--- config.mk ---
export PLATFORM = sky130hd
export DESIGN_NAME = at_command_line_parser_core
export DESIGN_NICKNAME = d
export VERILOG_FILES = /design/src/rtl/core/atclp_pkg.sv /design/src/rtl/core/at_command_line_parser_core.sv /design/src/rtl/core/atclp_ram.sv
export SDC_FILE = /design/constraint.sdc
export NUM_CORES = 2
export LEC_CHECK = 0
export ABC_AREA = 1
export BUFFER_PORTS_ARGS = -buffer_cell sky130_fd_sc_hd__clkbuf_2
export CORE_MARGIN = 2
export CORE_UTILIZATION = 59
export CTS_CLUSTER_DIAMETER = 100
export DETAILED_ROUTE_END_ITERATION = 6
export PLACE_DENSITY = 0.85
export SLEW_MARGIN = 10
export SYNTH_ARGS = -nofsm -noshare
export SYNTH_HDL_FRONTEND = slang
export SYNTH_SLANG_ARGS = --single-unit
--- constraint.sdc ---
create_clock -name clk -period 6.7 [get_ports clk]
set_clock_uncertainty 0.05 [all_clocks]
set_input_delay 0.67 -clock clk [delete_from_list [all_inputs] [get_ports clk]]
set_output_delay 0.67 -clock clk [all_outputs]
set_load 0.02 [all_outputs]
--- src/rtl/core/atclp_pkg.sv ---
// ----------------------------------------------------------------------------
// AT command line parser package
// Item types, command codes and character constants shared by the parser.
// ----------------------------------------------------------------------------
package atclp_pkg;

  typedef struct packed {
    logic [7:0] line_byte;
    logic       end_of_line;
  } in_item_t;

  typedef struct packed {
    logic               is_data;
    logic [7:0]         data_byte;
    logic [1:0]         command_code;
    logic               failed;
    logic signed [31:0] result_value;
    logic               last_of_run;
  } out_item_t;

  localparam logic [1:0] CMD_NONE    = 2'd0;
  localparam logic [1:0] CMD_REVERSE = 2'd1;
  localparam logic [1:0] CMD_SIZE    = 2'd2;
  localparam logic [1:0] CMD_MULT    = 2'd3;

  localparam logic [7:0] CH_A     = 8'h41;
  localparam logic [7:0] CH_T     = 8'h54;
  localparam logic [7:0] CH_PLUS  = 8'h2B;
  localparam logic [7:0] CH_EQ    = 8'h3D;
  localparam logic [7:0] CH_QUOTE = 8'h22;
  localparam logic [7:0] CH_COMMA = 8'h2C;
  localparam logic [7:0] CH_ZERO  = 8'h30;
  localparam logic [7:0] CH_NINE  = 8'h39;

  // Name match flag positions
  localparam int unsigned NM_REVERSE = 0;
  localparam int unsigned NM_SIZE    = 1;
  localparam int unsigned NM_MULT    = 2;

  function automatic logic [7:0] prefix_char(input logic [1:0] pos);
    logic [7:0] ch;
    unique case (pos)
      2'd0:    ch = CH_A;
      2'd1:    ch = CH_T;
      2'd2:    ch = CH_PLUS;
      default: ch = 8'h00;
    endcase
    return ch;
  endfunction

  function automatic logic [2:0] cmd_len(input logic [1:0] k);
    logic [2:0] n;
    unique case (k)
      2'd0:    n = 3'd7;
      2'd1:    n = 3'd4;
      2'd2:    n = 3'd4;
      default: n = 3'd0;
    endcase
    return n;
  endfunction

  // Letter p of command word k: REVERSE, SIZE, MULT
  function automatic logic [7:0] cmd_char(input logic [1:0] k, input logic [2:0] p);
    logic [55:0] word;
    unique case (k)
      2'd0:    word = {8'h52, 8'h45, 8'h56, 8'h45, 8'h52, 8'h53, 8'h45};
      2'd1:    word = {8'h53, 8'h49, 8'h5A, 8'h45, 24'h000000};
      2'd2:    word = {8'h4D, 8'h55, 8'h4C, 8'h54, 24'h000000};
      default: word = '0;
    endcase
    return word[55 - 8*p -: 8];
  endfunction

endpackage

--- src/rtl/core/at_command_line_parser_core.sv ---
// ----------------------------------------------------------------------------
// AT command line parser
// One input byte per cycle while parsing; once the final byte is taken the
// parser moves to ST_STAT and loads the status item into the output register
// when it has room. A REVERSE line of n string bytes first presents them in
// reverse order, each read from the string store in ST_RD and loaded in ST_WAIT.
// No byte is taken after the final byte until the status item is loaded.
// Synchronous active-low reset clears the parser and output valid.
// ----------------------------------------------------------------------------
module at_command_line_parser_core #(
  parameter int unsigned MAX_LINE   = 64,
  parameter int unsigned MAX_STRING = 32
) (
  input  logic                  clk,
  input  logic                  rst_n,
  input  logic                  in_valid,
  output logic                  in_ready,
  input  atclp_pkg::in_item_t   in_data,
  output logic                  out_valid,
  input  logic                  out_ready,
  output atclp_pkg::out_item_t  out_data
);

  import atclp_pkg::*;

  localparam int unsigned LW  = $clog2(MAX_LINE + 1);
  localparam int unsigned SLW = $clog2(MAX_STRING + 1);
  localparam int unsigned AW  = (MAX_STRING > 1) ? $clog2(MAX_STRING) : 1;

  typedef enum logic [8:0] {
    PH_PREFIX = 9'b000000001,
    PH_NAME   = 9'b000000010,
    PH_ARG    = 9'b000000100,
    PH_STR    = 9'b000001000,
    PH_DONE   = 9'b000010000,
    PH_A0     = 9'b000100000,
    PH_A1     = 9'b001000000,
    PH_B0     = 9'b010000000,
    PH_B1     = 9'b100000000
  } phase_t;

  typedef enum logic [3:0] {
    ST_RUN  = 4'b0001,
    ST_RD   = 4'b0010,
    ST_WAIT = 4'b0100,
    ST_STAT = 4'b1000
  } state_t;

  state_t           state_r, state_nxt;
  phase_t           phase_r, phase_nxt;
  logic [LW-1:0]    pos_r, pos_nxt;
  logic [2:0]       flags_r, flags_nxt;
  logic [SLW-1:0]   len_r, len_nxt;
  logic [SLW-1:0]   emit_r, emit_nxt;
  logic [31:0]      first_r, first_nxt;
  logic [31:0]      second_r, second_nxt;
  logic             failed_r, failed_nxt;
  logic             out_valid_r, out_valid_nxt;
  out_item_t        out_data_r, out_data_nxt;

  logic             ram_we;
  logic [AW-1:0]    ram_waddr;
  logic             ram_re;
  logic [AW-1:0]    ram_raddr;
  logic [7:0]       ram_rdata;

  logic [7:0]       c;
  logic             digit;
  logic [31:0]      digit_val;
  logic [LW-1:0]    name_pos;
  logic [SLW-1:0]   emit_dec;
  logic [31:0]      product;
  logic             out_free;
  logic             reverse_go;

  assign c         = in_data.line_byte;
  assign digit     = (c >= CH_ZERO) && (c <= CH_NINE);
  assign digit_val = {28'd0, 4'(c - CH_ZERO)};
  assign name_pos  = pos_r - LW'(3);
  assign emit_dec  = emit_r - SLW'(1);
  assign product   = first_r * second_r;
  assign out_free  = !out_valid_r || out_ready;

  assign in_ready  = (state_r == ST_RUN);
  assign ram_re    = (state_r == ST_RD);
  assign ram_raddr = emit_dec[AW-1:0];
  assign ram_waddr = len_r[AW-1:0];

  // Writes happen only while parsing and reads only while emitting, so the
  // two ports never touch the same entry in one cycle.
  atclp_ram #(
    .WIDTH (8),
    .DEPTH (MAX_STRING)
  ) u_string_ram (
    .clk   (clk),
    .we    (ram_we),
    .waddr (ram_waddr),
    .wdata (c),
    .re    (ram_re),
    .raddr (ram_raddr),
    .rdata (ram_rdata)
  );

  always_comb begin
    state_nxt     = state_r;
    phase_nxt     = phase_r;
    pos_nxt       = pos_r;
    flags_nxt     = flags_r;
    len_nxt       = len_r;
    emit_nxt      = emit_r;
    first_nxt     = first_r;
    second_nxt    = second_r;
    failed_nxt    = failed_r;
    out_valid_nxt = out_valid_r && !out_ready;
    out_data_nxt  = out_data_r;
    ram_we        = 1'b0;
    reverse_go    = 1'b0;

    unique case (state_r)
      ST_RUN: begin
        if (in_valid) begin
          if (pos_r == LW'(MAX_LINE)) begin
            failed_nxt = 1'b1;
          end else begin
            pos_nxt = pos_r + LW'(1);
            if (!failed_r) begin
              unique case (phase_r)
                PH_PREFIX: begin
                  if (pos_r > LW'(2) || c != prefix_char(pos_r[1:0])) begin
                    failed_nxt = 1'b1;
                  end else if (pos_r == LW'(2)) begin
                    phase_nxt = PH_NAME;
                  end
                end
                PH_NAME: begin
                  for (int k = 0; k < 3; k++) begin
                    if (c == CH_EQ) begin
                      if (name_pos != LW'(cmd_len(2'(k)))) begin
                        flags_nxt[k] = 1'b0;
                      end
                    end else if (name_pos >= LW'(cmd_len(2'(k))) ||
                                 c != cmd_char(2'(k), name_pos[2:0])) begin
                      flags_nxt[k] = 1'b0;
                    end
                  end
                  if (c == CH_EQ) begin
                    if (name_pos == '0 || flags_nxt == 3'b000) begin
                      failed_nxt = 1'b1;
                    end else begin
                      phase_nxt = PH_ARG;
                    end
                  end
                end
                PH_ARG: begin
                  if (flags_r[NM_REVERSE] || flags_r[NM_SIZE]) begin
                    if (c == CH_QUOTE) begin
                      phase_nxt = PH_STR;
                    end else begin
                      failed_nxt = 1'b1;
                    end
                  end else if (digit) begin
                    first_nxt = (first_r << 3) + (first_r << 1) + digit_val;
                    phase_nxt = PH_A1;
                  end else begin
                    failed_nxt = 1'b1;
                  end
                end
                PH_STR: begin
                  if (c == CH_QUOTE) begin
                    phase_nxt = PH_DONE;
                  end else if (len_r >= SLW'(MAX_STRING)) begin
                    failed_nxt = 1'b1;
                  end else begin
                    ram_we  = 1'b1;
                    len_nxt = len_r + SLW'(1);
                  end
                end
                PH_DONE: begin
                end
                PH_A0, PH_A1: begin
                  if (digit) begin
                    first_nxt = (first_r << 3) + (first_r << 1) + digit_val;
                    phase_nxt = PH_A1;
                  end else if (c == CH_COMMA && phase_r == PH_A1) begin
                    phase_nxt = PH_B0;
                  end else begin
                    failed_nxt = 1'b1;
                  end
                end
                PH_B0, PH_B1: begin
                  if (digit) begin
                    second_nxt = (second_r << 3) + (second_r << 1) + digit_val;
                    phase_nxt  = PH_B1;
                  end else begin
                    failed_nxt = 1'b1;
                  end
                end
                default: begin
                  failed_nxt = 1'b1;
                end
              endcase
            end
          end
          if (in_data.end_of_line) begin
            reverse_go = !failed_nxt && phase_nxt == PH_DONE &&
                         flags_nxt[NM_REVERSE] && len_nxt != '0;
            emit_nxt   = len_nxt;
            state_nxt  = reverse_go ? ST_RD : ST_STAT;
          end
        end
      end
      ST_RD: begin
        state_nxt = ST_WAIT;
      end
      ST_WAIT: begin
        // hold read data until the output register has room
        if (out_free) begin
          out_valid_nxt             = 1'b1;
          out_data_nxt.is_data      = 1'b1;
          out_data_nxt.data_byte    = ram_rdata;
          out_data_nxt.command_code = CMD_REVERSE;
          out_data_nxt.failed       = 1'b0;
          out_data_nxt.result_value = '0;
          out_data_nxt.last_of_run  = 1'b0;
          emit_nxt                  = emit_dec;
          state_nxt                 = (emit_r == SLW'(1)) ? ST_STAT : ST_RD;
        end
      end
      ST_STAT: begin
        if (out_free) begin
          out_valid_nxt            = 1'b1;
          out_data_nxt.is_data     = 1'b0;
          out_data_nxt.data_byte   = '0;
          out_data_nxt.last_of_run = 1'b1;
          if (failed_r || (phase_r != PH_DONE && phase_r != PH_B1)) begin
            out_data_nxt.command_code = CMD_NONE;
            out_data_nxt.failed       = 1'b1;
            out_data_nxt.result_value = '0;
          end else if (phase_r == PH_B1) begin
            out_data_nxt.command_code = CMD_MULT;
            out_data_nxt.failed       = 1'b0;
            out_data_nxt.result_value = product;
          end else if (flags_r[NM_REVERSE]) begin
            out_data_nxt.command_code = CMD_REVERSE;
            out_data_nxt.failed       = 1'b0;
            out_data_nxt.result_value = '0;
          end else begin
            out_data_nxt.command_code = CMD_SIZE;
            out_data_nxt.failed       = 1'b0;
            out_data_nxt.result_value = 32'(len_r);
          end
          // drop the line and get ready for the next one
          phase_nxt  = PH_PREFIX;
          pos_nxt    = '0;
          flags_nxt  = 3'b111;
          len_nxt    = '0;
          emit_nxt   = '0;
          first_nxt  = '0;
          second_nxt = '0;
          failed_nxt = 1'b0;
          state_nxt  = ST_RUN;
        end
      end
      default: begin
        state_nxt = ST_RUN;
      end
    endcase
  end

  always_ff @(posedge clk) begin
    if (!rst_n) begin
      state_r     <= ST_RUN;
      phase_r     <= PH_PREFIX;
      pos_r       <= '0;
      flags_r     <= 3'b111;
      len_r       <= '0;
      emit_r      <= '0;
      first_r     <= '0;
      second_r    <= '0;
      failed_r    <= 1'b0;
      out_valid_r <= 1'b0;
    end else begin
      state_r     <= state_nxt;
      phase_r     <= phase_nxt;
      pos_r       <= pos_nxt;
      flags_r     <= flags_nxt;
      len_r       <= len_nxt;
      emit_r      <= emit_nxt;
      first_r     <= first_nxt;
      second_r    <= second_nxt;
      failed_r    <= failed_nxt;
      out_valid_r <= out_valid_nxt;
    end
  end

  always_ff @(posedge clk) begin
    out_data_r <= out_data_nxt;
  end

  assign out_valid = out_valid_r;
  assign out_data  = out_data_r;

endmodule

--- src/rtl/core/atclp_ram.sv ---
// ----------------------------------------------------------------------------
// Generic single-port-write RAM
// One write port, one read port, read data registered.
// ----------------------------------------------------------------------------
module atclp_ram #(
  parameter int unsigned WIDTH = 8,
  parameter int unsigned DEPTH = 32
) (
  input  logic                                   clk,
  input  logic                                   we,
  input  logic [((DEPTH > 1) ? $clog2(DEPTH) : 1)-1:0] waddr,
  input  logic [WIDTH-1:0]                       wdata,
  input  logic                                   re,
  input  logic [((DEPTH > 1) ? $clog2(DEPTH) : 1)-1:0] raddr,
  output logic [WIDTH-1:0]                       rdata
);

  logic [WIDTH-1:0] mem [DEPTH];
  logic [WIDTH-1:0] rdata_r;

  always_ff @(posedge clk) begin
    if (we) begin
      mem[waddr] <= wdata;
    end
    if (re) begin
      rdata_r <= mem[raddr];
    end
  end

  assign rdata = rdata_r;

endmodule

==> results by group <==
Clocking
  • H-tree depth: 2
  • Clk_lat worst skew: 0.63 ns
  • Clk slew on worst S/H paths: 0.07 ns
  • Total CTS buffers: 47
  • CTS tree: built
  • Clk root buf: clkbuf_16
  • # clock sinks: 410
  • Clock buffer depth: 3

Yosys
  • Sequential share of the synthesized area: 0.308
  • Cell taking the most area after synthesis: edfxtp_1
  • Yosys reg bits: 410
  • Synth unique cells: 58
  • Avg Inst Size Synth: 8.71 sq um
  • Top_reg_cell synth: edfxtp_1
  • EDFF count, synth: 309
  • Synth Cell Area: 36700 sq um
  • Synth top area share: 0.253
  • Syn_nets: 4893
  • Ys Warns: 0
  • Synth area leaders: edfxtp_1 25%, fa_1 22%, nand2_1 9.4%, ha_1 8.6%, inv_1 8.2%
  • Post-Syn Instances: 4216
  • Ys async rst share: 0

Flow run
  • Max_cap viols: 0

Finish
  • Final cell count without fillers: 5237
  • Commonest non-fill, non-tap cell in the layout: nand2_1
  • Layout Nets: 5039
  • Most frequent cells in the layout: 917 x nand2_1, 790 x inv_1, 405 x fa_1, 341 x nor2_1, 309 x edfxtp_1
  • Footprint of the multi-input gates: 21900 sq um
  • Share of cells above drive strength 1: 0.111
  • Synth-to-layout area growth: 12.8%
  • Fillers: 4341
  • Diode count: 0
  • Reg area: 11400 sq um

Pwr
  • Power density over cell area: 172 nW/um^2
  • Switch share: 0.328
  • P_int: 0.00478 W
  • Seq pwr share: 0.400
  • LEAKAGE: 19.5 nW
  • Sw Pwr: 0.00233 W
  • Clk pwr share: 0.381
  • VDD IR max: 307 uV
  • Comb power frac: 0.218

Worst setup path
  • Req. time, crit path: 7.02 ns
  • Crit-path max FO: 7
  • Reg2Reg Depth: 27
  • R2R Setup Slk: -0.06 ns
  • Crit path capture: out_data[32]$_SDFFCE_PP0P_
  • CP endpoint kind: flip-flop
  • Crit path DAT: 7.09 ns
  • RR Startpoint: second_r[2]$_SDFFE_PN0P_
  • Kind of critical path: flip-flop to flip-flop
  • CP startpoint: second_r[2]$_SDFFE_PN0P_
  • RR Endpoint: out_data[32]$_SDFFCE_PP0P_
  • Setup crit start kind: flip-flop

Drt
  • DRC: 1
  • DR pass1 iterations: 7
  • Routed vias: 30527
  • DR WL/cell: 19.1 um
  • DRT iter0 DRCs: 3368
  • Detail Route Antenna Nets: 0
  • Routed vias/inst: 5.83
  • Drt total wl: 99.9 mm

Timing
  • RSZ-0062 raised after global routing: true
  • FMAX: 148 MHz
  • Tmin final: 6.76 ns
  • Worst-Margin Slew: 1.25 ns
  • Final setup violation count: 4
  • Slew margin rel.: 0.167
  • Final-report hold violation count: 0
  • Final period utilization: 1.01
  • Setup TNS: -0.187 ns
  • PnR worst setup slack: -0.0631 ns
  • Final Max Tran Viols: 0

Placement
  • Placed Cells: 5124
  • Routability Congestion: 0.967
  • Dpl ws: -0.196 ns
  • Buffers on Ports: 59
  • Dpl hpwl: 71.4 mm

Floorplan
  • Initial Utilization: 0.596
  • Core region area: 61600 sq um
  • Total I/O pin count: 60
  • Width of the die: 253 um
  • Rows: 91
  • Die area: 64200 sq um
  • Die H: 253 um

Status
  • Failing checks: design-rule violations, negative setup slack
  • Outcome: finished with violations

GRT
  • Gr ovfl total: 0
  • Largest net degree at the start of global routing: 130
  • Antenna violations before repair: 2
  • First-pass GRT wire length: 157 mm
  • All-layer global routing usage: 0.311
  • Vias in the first global route: 31017

Worst hold path
  • HP Class: primary input to flip-flop
-- final cells by class --
cell class              count  share of cell area
inverters                 808              0.0732
multi-input cells        2809               0.529
clock buffers              53              0.0294
clock inverters            34             0.00978
flip-flops and latches    410               0.274
repair buffers            286              0.0594
well taps                 837              0.0253
-- routing by layer --
layer	part of all wire	up-vias	track usage	wire length, um
met4	0.067	2	0.182	6730
met3	0.10	522	0.0623	10300
met2	0.48	1848	0.525	47600
met1	0.35	14533	0.371	35200
met5	0.00011	-	0	11
li1	-	13622	-	-
-- how the worst min path moves through the flow --
| stage | start | to | slack (ns) | cells past startpoint |
|---|---|---|---|---|
| 2_1_floorplan | flags_r[2]$_SDFFE_PN1P_ | flags_r[2]$_SDFFE_PN1P_ | 0.38 | 2 |
| 3_3_place_gp | flags_r[2]$_SDFFE_PN1P_ | flags_r[2]$_SDFFE_PN1P_ | 0.39 | 2 |
| 3_5_place_dp | flags_r[2]$_SDFFE_PN1P_ | flags_r[2]$_SDFFE_PN1P_ | 0.40 | 2 |
| 4_1_cts | rst_n | flags_r[0]$_SDFFE_PN1P_ | 0.32 | 2 |
| 5_1_grt | rst_n | flags_r[2]$_SDFFE_PN1P_ | 0.36 | 2 |
| 6_report | rst_n | flags_r[0]$_SDFFE_PN1P_ | 0.35 | 2 |
-- critical path, cell delays in order (launching register included) --
cell and delay (ns):
dfxtp_4 0.38, buf_12 0.14, nand2_1 0.10, fa_1 0.59, inv_1 0.08, fa_1 0.47, inv_1 0.05, fa_1 0.51
inv_1 0.07, fa_2 0.41, fa_1 0.54, inv_1 0.05, fa_1 0.53, inv_1 0.05, fa_1 0.49, inv_1 0.06
fa_1 0.48, inv_1 0.05, ha_2 0.19, a21oi_4 0.16, o21ai_2 0.07, a21o_1 0.19, a21oi_2 0.23, o21ai_2 0.13
a211oi_2 0.26, nand2_1 0.08, nand2_1 0.06, nor2_1 0.06
-- timing repair --
item,CTS,global route
gates resized for setup,39,69
pin swaps,7,38
gates cloned,1,2
hold buffers,0,0
setup endpoints to repair,6,10
buffers inserted,6,18
-- per-stage QoR --
step	util	hold WS, ns	power [W]	area [sq um]
2_1_floorplan	-	0.378	0.00388	36800
4_1_cts	0.666	0.317	0.00706	41000
6_report	0.673	0.347	0.00712	41400
3_5_place_dp	0.637	0.402	0.00435	39200
3_3_place_gp	0.637	0.391	0.00431	39200
5_1_grt	0.673	0.357	0.00733	41400
-- state kept, by name, summed over array words and instances (netlist names) --
register / count
second_r: 32
out_data: 45
failed_r: 1
pos_r: 7
first_r: 32
len_r: 6
emit_r: 6
out_valid: 1
u_string_ram.rdata: 8
u_string_ram.mem: 256
state_r: 4
phase_r: 9
flags_r: 3
-- cells by family (layout without fill, tap and decap cells) --
| family | after synthesis | count (layout) | synth area share |
|---|---|---|---|
| buffers and inverters | 997 | 1181 | 0.102 |
| and+or+nand+nor | 1457 | 1457 | 0.159 |
| adders and majority gates | 664 | 664 | 0.311 |
| DFF | 410 | 410 | 0.308 |
| muxes | 26 | 26 | 0.00709 |
| xor gates and xnor gates | 94 | 94 | 0.0228 |
| AOI/OAI and AO/OA | 568 | 568 | 0.0908 |
-- power groups by stage --
stage | clock (W) | sequential [W] | combinational [W]
finish | 0.00271 | 0.00285 | 0.00155
global route | 0.00281 | 0.00285 | 0.00166
CTS | 0.00273 | 0.00285 | 0.00148
detailed placement | 0 | 0.00290 | 0.00145
global placement | 0 | 0.00290 | 0.00142
floorplan | 0 | 0.00287 | 0.00101
-- Yosys cell counts, types with 10 or more instances --
master    instances
edfxtp_1        309
a31oi_1          16
nand4_1          18
o21a_1           11
buf_1            17
dfxtp_1         101
a21oi_1         232
nand3_1         104
mux2i_1          26
ha_1            252
o32ai_1          39
inv_1           798
nor3_1           25
inv_2            10
nand2_1         922
o211ai_1         24
o221ai_1         27
fa_1            412
clkbuf_1        164
o21ai_0         167
xor2_1           45
nor2_1          345
or2_2            23
xnor2_1          48
Power figures use the tool's default switching activity.
